[src/hw/rtl/bsrs_pkg.sv]
// Shared definitions for the bounded set with rank select.
// Holds command codes, fixed port widths, parameter defaults and the cell control type.
// No dependencies.
package bsrs_pkg;

    localparam int CAPACITY_DEF  = 32;
    localparam int KEY_WIDTH_DEF = 32;

    localparam int CMD_W      = 2;
    localparam int PORT_KEY_W = 32;
    localparam int RANK_W     = 8;
    localparam int COUNT_W    = 6;

    localparam logic [CMD_W-1:0] CMD_INSERT   = 2'd0;
    localparam logic [CMD_W-1:0] CMD_ERASE    = 2'd1;
    localparam logic [CMD_W-1:0] CMD_CONTAINS = 2'd2;
    localparam logic [CMD_W-1:0] CMD_GET      = 2'd3;

    typedef struct packed {
        logic probe_load;
        logic probe_shift;
        logic erase;
        logic rank_mode;
        logic write;
    } bsrs_cell_ctrl_t;

endpackage

[src/hw/rtl/bsrs_cell.sv]
// One cell of the set: holds one stored key, a circulating probe used to rank it,
// and one stage of the sweep that searches, erases and selects. Depends on bsrs_pkg.
module bsrs_cell #(
    parameter int KW = bsrs_pkg::KEY_WIDTH_DEF,
    parameter int CW = $clog2(bsrs_pkg::CAPACITY_DEF + 1)
) (
    input  logic                       clk,
    input  logic                       rst_n,
    input  bsrs_pkg::bsrs_cell_ctrl_t  ctrl,
    input  logic [KW-1:0]              cmd_key,
    input  logic [bsrs_pkg::RANK_W-1:0] rank_index,
    input  logic [CW-1:0]              held_count,
    input  logic [CW-1:0]              cell_index,
    input  logic [KW-1:0]              right_key,
    output logic [KW-1:0]              key_out,
    input  logic [KW-1:0]              probe_in,
    input  logic                       probe_valid_in,
    output logic [KW-1:0]              probe_out,
    output logic                       probe_valid_out,
    input  logic                       link_valid_in,
    input  logic                       link_found_in,
    input  logic [KW-1:0]              link_value_in,
    output logic                       link_valid_out,
    output logic                       link_found_out,
    output logic [KW-1:0]              link_value_out
);
    import bsrs_pkg::*;

    localparam int CMP_W = (CW > RANK_W) ? CW : RANK_W;

    logic [KW-1:0] key_reg;
    logic [KW-1:0] probe_reg;
    logic          probe_valid_reg;
    logic [CW-1:0] below_reg;
    logic          link_valid_reg;
    logic          link_found_reg;
    logic [KW-1:0] link_value_reg;

    logic entry_valid;
    logic key_hit;
    logic rank_hit;
    logic hit;
    logic prefix_found;

    always_comb
    begin
        entry_valid  = cell_index < held_count;
        key_hit      = entry_valid && (key_reg == cmd_key);
        rank_hit     = entry_valid && (CMP_W'(below_reg) == CMP_W'(rank_index));
        hit          = link_valid_in && (ctrl.rank_mode ? rank_hit : key_hit);
        prefix_found = link_found_in | hit;
    end

    always_ff @(posedge clk)
    begin
        if (ctrl.write && (cell_index == held_count))
        begin
            key_reg <= cmd_key;
        end
        else if (link_valid_in && ctrl.erase && prefix_found)
        begin
            key_reg <= right_key;
        end
    end

    always_ff @(posedge clk)
    begin
        if (ctrl.probe_load)
        begin
            probe_reg <= key_reg;
        end
        else if (ctrl.probe_shift)
        begin
            probe_reg <= probe_in;
        end
    end

    always_ff @(posedge clk or negedge rst_n)
    begin
        if (!rst_n)
        begin
            probe_valid_reg <= 1'b0;
            below_reg       <= '0;
            link_valid_reg  <= 1'b0;
        end
        else
        begin
            link_valid_reg <= link_valid_in;
            if (ctrl.probe_load)
            begin
                probe_valid_reg <= entry_valid;
                below_reg       <= '0;
            end
            else if (ctrl.probe_shift)
            begin
                probe_valid_reg <= probe_valid_in;
                if (probe_valid_reg && (probe_reg < key_reg))
                begin
                    below_reg <= below_reg + CW'(1);
                end
            end
        end
    end

    always_ff @(posedge clk)
    begin
        if (link_valid_in)
        begin
            link_found_reg <= prefix_found;
            link_value_reg <= hit ? key_reg : link_value_in;
        end
    end

    assign key_out         = key_reg;
    assign probe_out       = probe_reg;
    assign probe_valid_out = probe_valid_reg;
    assign link_valid_out  = link_valid_reg;
    assign link_found_out  = link_found_reg;
    assign link_value_out  = link_value_reg;

endmodule

[config.mk]
export PLATFORM = sky130hd
export DESIGN_NAME = bsrs_cell
export DESIGN_NICKNAME = d
export VERILOG_FILES = /design/src/hw/rtl/bsrs_pkg.sv /design/src/hw/rtl/bsrs_cell.sv
export SDC_FILE = /design/constraint.sdc
export NUM_CORES = 1
export LEC_CHECK = 0
export BUFFER_PORTS_ARGS = -buffer_cell sky130_fd_sc_hd__buf_2
export CAP_MARGIN = 15
export CORE_MARGIN = 8
export CORE_UTILIZATION = 45
export CTS_BUF_LIST = sky130_fd_sc_hd__clkbuf_4 sky130_fd_sc_hd__clkbuf_8
export CTS_CLUSTER_SIZE = 10
export DETAILED_ROUTE_END_ITERATION = 12
export PLACE_DENSITY = 0.85
export REMOVE_ABC_BUFFERS = 1
export SLEW_MARGIN = 20
export SYNTH_ARGS = -nofsm -noshare
export SYNTH_HDL_FRONTEND = slang
export SYNTH_SLANG_ARGS = --single-unit
[constraint.sdc]
create_clock -name clk -period 4.75 [get_ports clk]
set_input_delay 0 -clock clk [delete_from_list [all_inputs] [get_ports clk]]
set_output_delay 0 -clock clk [all_outputs]
set_load 0.03 [all_outputs]
==> results.ini <==
[route]
wl_per_cell_microns=20.84
number_of_nets_still_failing_antenna_checks_after_routing=0
drc=0
drtPass1Iterations=5
met2_wirelength_microns=11030
post_drt_via_cell_ratio=5.070
maxUsedRoutingLayer=met4
initialDrtViolationCount=292
met3RoutedLength_microns=1506
drt-met1-wl_microns=7883
drt-total-wl_microns=21010
vias=5111

[layout]
drive_gt1_share_pct=45.61
mostFrequentLayoutCells=256 x sky130_fd_sc_hd__buf_2, 132 x sky130_fd_sc_hd__dlygate4sd3_1, 97 x sky130_fd_sc_hd__edfxtp_1, 70 x sky130_fd_sc_hd__mux2_2, 40 x sky130_fd_sc_hd__inv_1
final_util_pct=68.27
nets=1022
layout_commonest_cell=sky130_fd_sc_hd__buf_2
flow.area_growth_from_synthesis_pct=49.84
fill_cells=908
design_area_sq_um=8934
layoutNonFillerInstCount=1008

[timing]
grt_setup_unrepaired=false
holdWs_ns=0.03548
hold_viol=0
finalCritPeriodShare_pct=67.19
fin_crit_period_ns=3.192
tns_ns=0
worstMarginPinSlew_ns=1.095
max_freq_mhz=313.3
final_max_slew_viol_count=0
final-setup-viol-count=0
maxSlewHeadroom_pct=26.83
fin_worst_skew_ns=0.01151

[clock_network]
cts.path.max_buffers=2
numClockSinks=105
tritoncts=done
clkSlewWorstSetupHoldPaths_ns=0.09
clk_latency_ns=0.38
cts_buffer_count=9
cts_max_level=3
clock-root-buffer=sky130_fd_sc_hd__clkbuf_8

[die]
die-height_microns=131.1
ios=257
dieWidth_microns=131.1
design.die.area_sq_um=17190
row_count=42
coreArea_sq_um=13090
initial_core_util_pct=45.56

[logic_synthesis]
top_cell_type_s_share_of_synthesized_area_pct=48.86
post_synth.cell_area_avg_sq_um=13.67
synth_area_leaders=sky130_fd_sc_hd__edfxtp_1 49%, sky130_fd_sc_hd__mux2_2 13%, sky130_fd_sc_hd__ha_1 8.0%
synthFlopType=sky130_fd_sc_hd__edfxtp_1
synth_enable_flop_cells=97
synthesis.yosys.warnings=0
mappedNetlistArea_sq_um=5962
synth.distinct_cells=40
synth_area_leader_cell=sky130_fd_sc_hd__edfxtp_1
synth_cells=436
ys_async_sr_fraction_pct=7.619
synth-seq-area-share_pct=52.21
ys_ff_latch=105

[power_and_ir_drop]
power_leakage_uw=0.004086
power_density_nw_per_um2=255.4
vdd.ir_drop.worst_v=0.0002014

[worst_hold_path]
hp-class=input port to flop

[grt]
grt_max_degree=46
grt-ovfl-total=0
grtUsageTotal_pct=23.93
via_count_of_the_first_global_routing_pass=5717
grt_first_pass_wirelength_microns=32060
initial_antenna_violation_count=1

[placed_design]
buffer_ports.inserted=256
routabilityCongestion=0.7538
hpwl_microns=14170
placed_cells=859
place_area_sq_um=7433

[worst_setup_path]
worst-endpoint-arrival_ns=3.19
path_class=flop to flop
cp-start-kind=flop
critical_path_peak_fanout=32
crit_required_ns=4.75
end_kind=flop

[status]
run_status=complete, no violations

[flow_run]
drv.max_cap_violation_count=0

==> cell type report <==
cell class              instances  area (sq um)  share of cell area (%)
multi-input cells             280          2654                   29.71
diodes                          1         2.502                 0.02801
repair buffers                390          2618                   29.30
clock buffers                  16         176.4                   1.975
inverters                      40         150.1                   1.681
flip-flops and latches        105          3113                   34.85
well taps                     176         220.2                   2.465
==> critical path, stage by stage (launching register included) <==
cell                       delay (ns)
sky130_fd_sc_hd__edfxtp_1        0.50
sky130_fd_sc_hd__xor2_1          0.23
sky130_fd_sc_hd__nor4_1          0.50
sky130_fd_sc_hd__nand3_1         0.27
sky130_fd_sc_hd__nor3_2          0.29
sky130_fd_sc_hd__nor3_1          0.13
sky130_fd_sc_hd__o21bai_4        0.88
==> cells in the mapped netlist, types with 2 or more instances <==
cell	instances
sky130_fd_sc_hd__a21oi_1	17
sky130_fd_sc_hd__o21ai_0	8
sky130_fd_sc_hd__mux2i_1	2
sky130_fd_sc_hd__mux2_4	29
sky130_fd_sc_hd__xnor2_1	8
sky130_fd_sc_hd__nand2b_1	3
sky130_fd_sc_hd__o31ai_1	2
sky130_fd_sc_hd__inv_1	40
sky130_fd_sc_hd__clkbuf_1	8
sky130_fd_sc_hd__edfxtp_1	97
sky130_fd_sc_hd__nor2b_1	3
sky130_fd_sc_hd__buf_6	3
sky130_fd_sc_hd__nor4_1	9
sky130_fd_sc_hd__nand2_1	14
sky130_fd_sc_hd__nand3_1	7
sky130_fd_sc_hd__ha_1	38
sky130_fd_sc_hd__mux2_2	70
sky130_fd_sc_hd__or4_1	2
sky130_fd_sc_hd__o211ai_1	2
sky130_fd_sc_hd__dfrtp_1	8
sky130_fd_sc_hd__nor2_1	11
sky130_fd_sc_hd__nor3_1	3
sky130_fd_sc_hd__a21o_1	2
sky130_fd_sc_hd__nand4_1	5
sky130_fd_sc_hd__xor2_1	30
==> where the power goes <==
| part | switching [uW] | internal (uW) |
|---|---|---|
| Clock | 302 | 234 |
| Combinational | 334 | 271 |
| Sequential | 51.0 | 1090 |
==> path summary, 6_finish.rpt <==
| path | slack, ns | endpoint | startpoint | cells past startpoint |
|---|---|---|---|---|
| worst max register to register | 1.56 | key_out[3]$_DFFE_PP_ | key_out[1]$_DFFE_PP_ | 6 |
| max in group asynchronous | 3.88 | below_reg[4]$_DFFE_PN0P_ | rst_n | 3 |
| worst min register to register | 0.61 | below_reg[5]$_DFFE_PN0P_ | below_reg[5]$_DFFE_PN0P_ | 2 |
| min in group asynchronous | 0.60 | probe_valid_out$_DFFE_PN0P_ | rst_n | 3 |
| worst min-delay path | 0.04 | probe_valid_out$_DFFE_PN0P_ | ctrl[3] | 3 |
| worst max-delay path | 1.56 | key_out[3]$_DFFE_PP_ | key_out[1]$_DFFE_PP_ | 6 |
==> logic make-up (layout without fill, tap and decap cells) <==
| kind of cell | after synthesis | in the layout | synth area share, % |
|---|---|---|---|
| AOI/OAI and AO/OA | 38 | 38 | 3.987 |
| xor gates and xnor gates | 38 | 38 | 5.582 |
| adders and majority gates | 38 | 38 | 7.975 |
| buffers and inverters | 51 | 446 | 3.589 |
| DFF | 105 | 105 | 52.21 |
| muxes | 101 | 101 | 20.86 |
| other | 0 | 1 | 0 |
| and+or+nand+nor | 65 | 65 | 5.792 |
==> routing by layer <==
layer	up-vias	track usage, %
li1	2392	-
met4	0	8.909
met3	41	7.203
met2	239	44.20
met5	-	0
met1	2439	24.93
==> per-stage QoR <==
step	worst slack [ns]	power, uW
finish	1.558	2282
global route	1.391	2365
CTS	1.540	2276
detailed placement	1.557	1668
global placement	1.543	1655
floorplan	1.219	1450
==> timing repair <==
item,in CTS,in global routing
setup buffers,0,0
hold buffers,132,0
endpoints found under the hold margin,106,0
gates resized for setup,0,0
No activity file was read; power rests on OpenSTA's default activity.
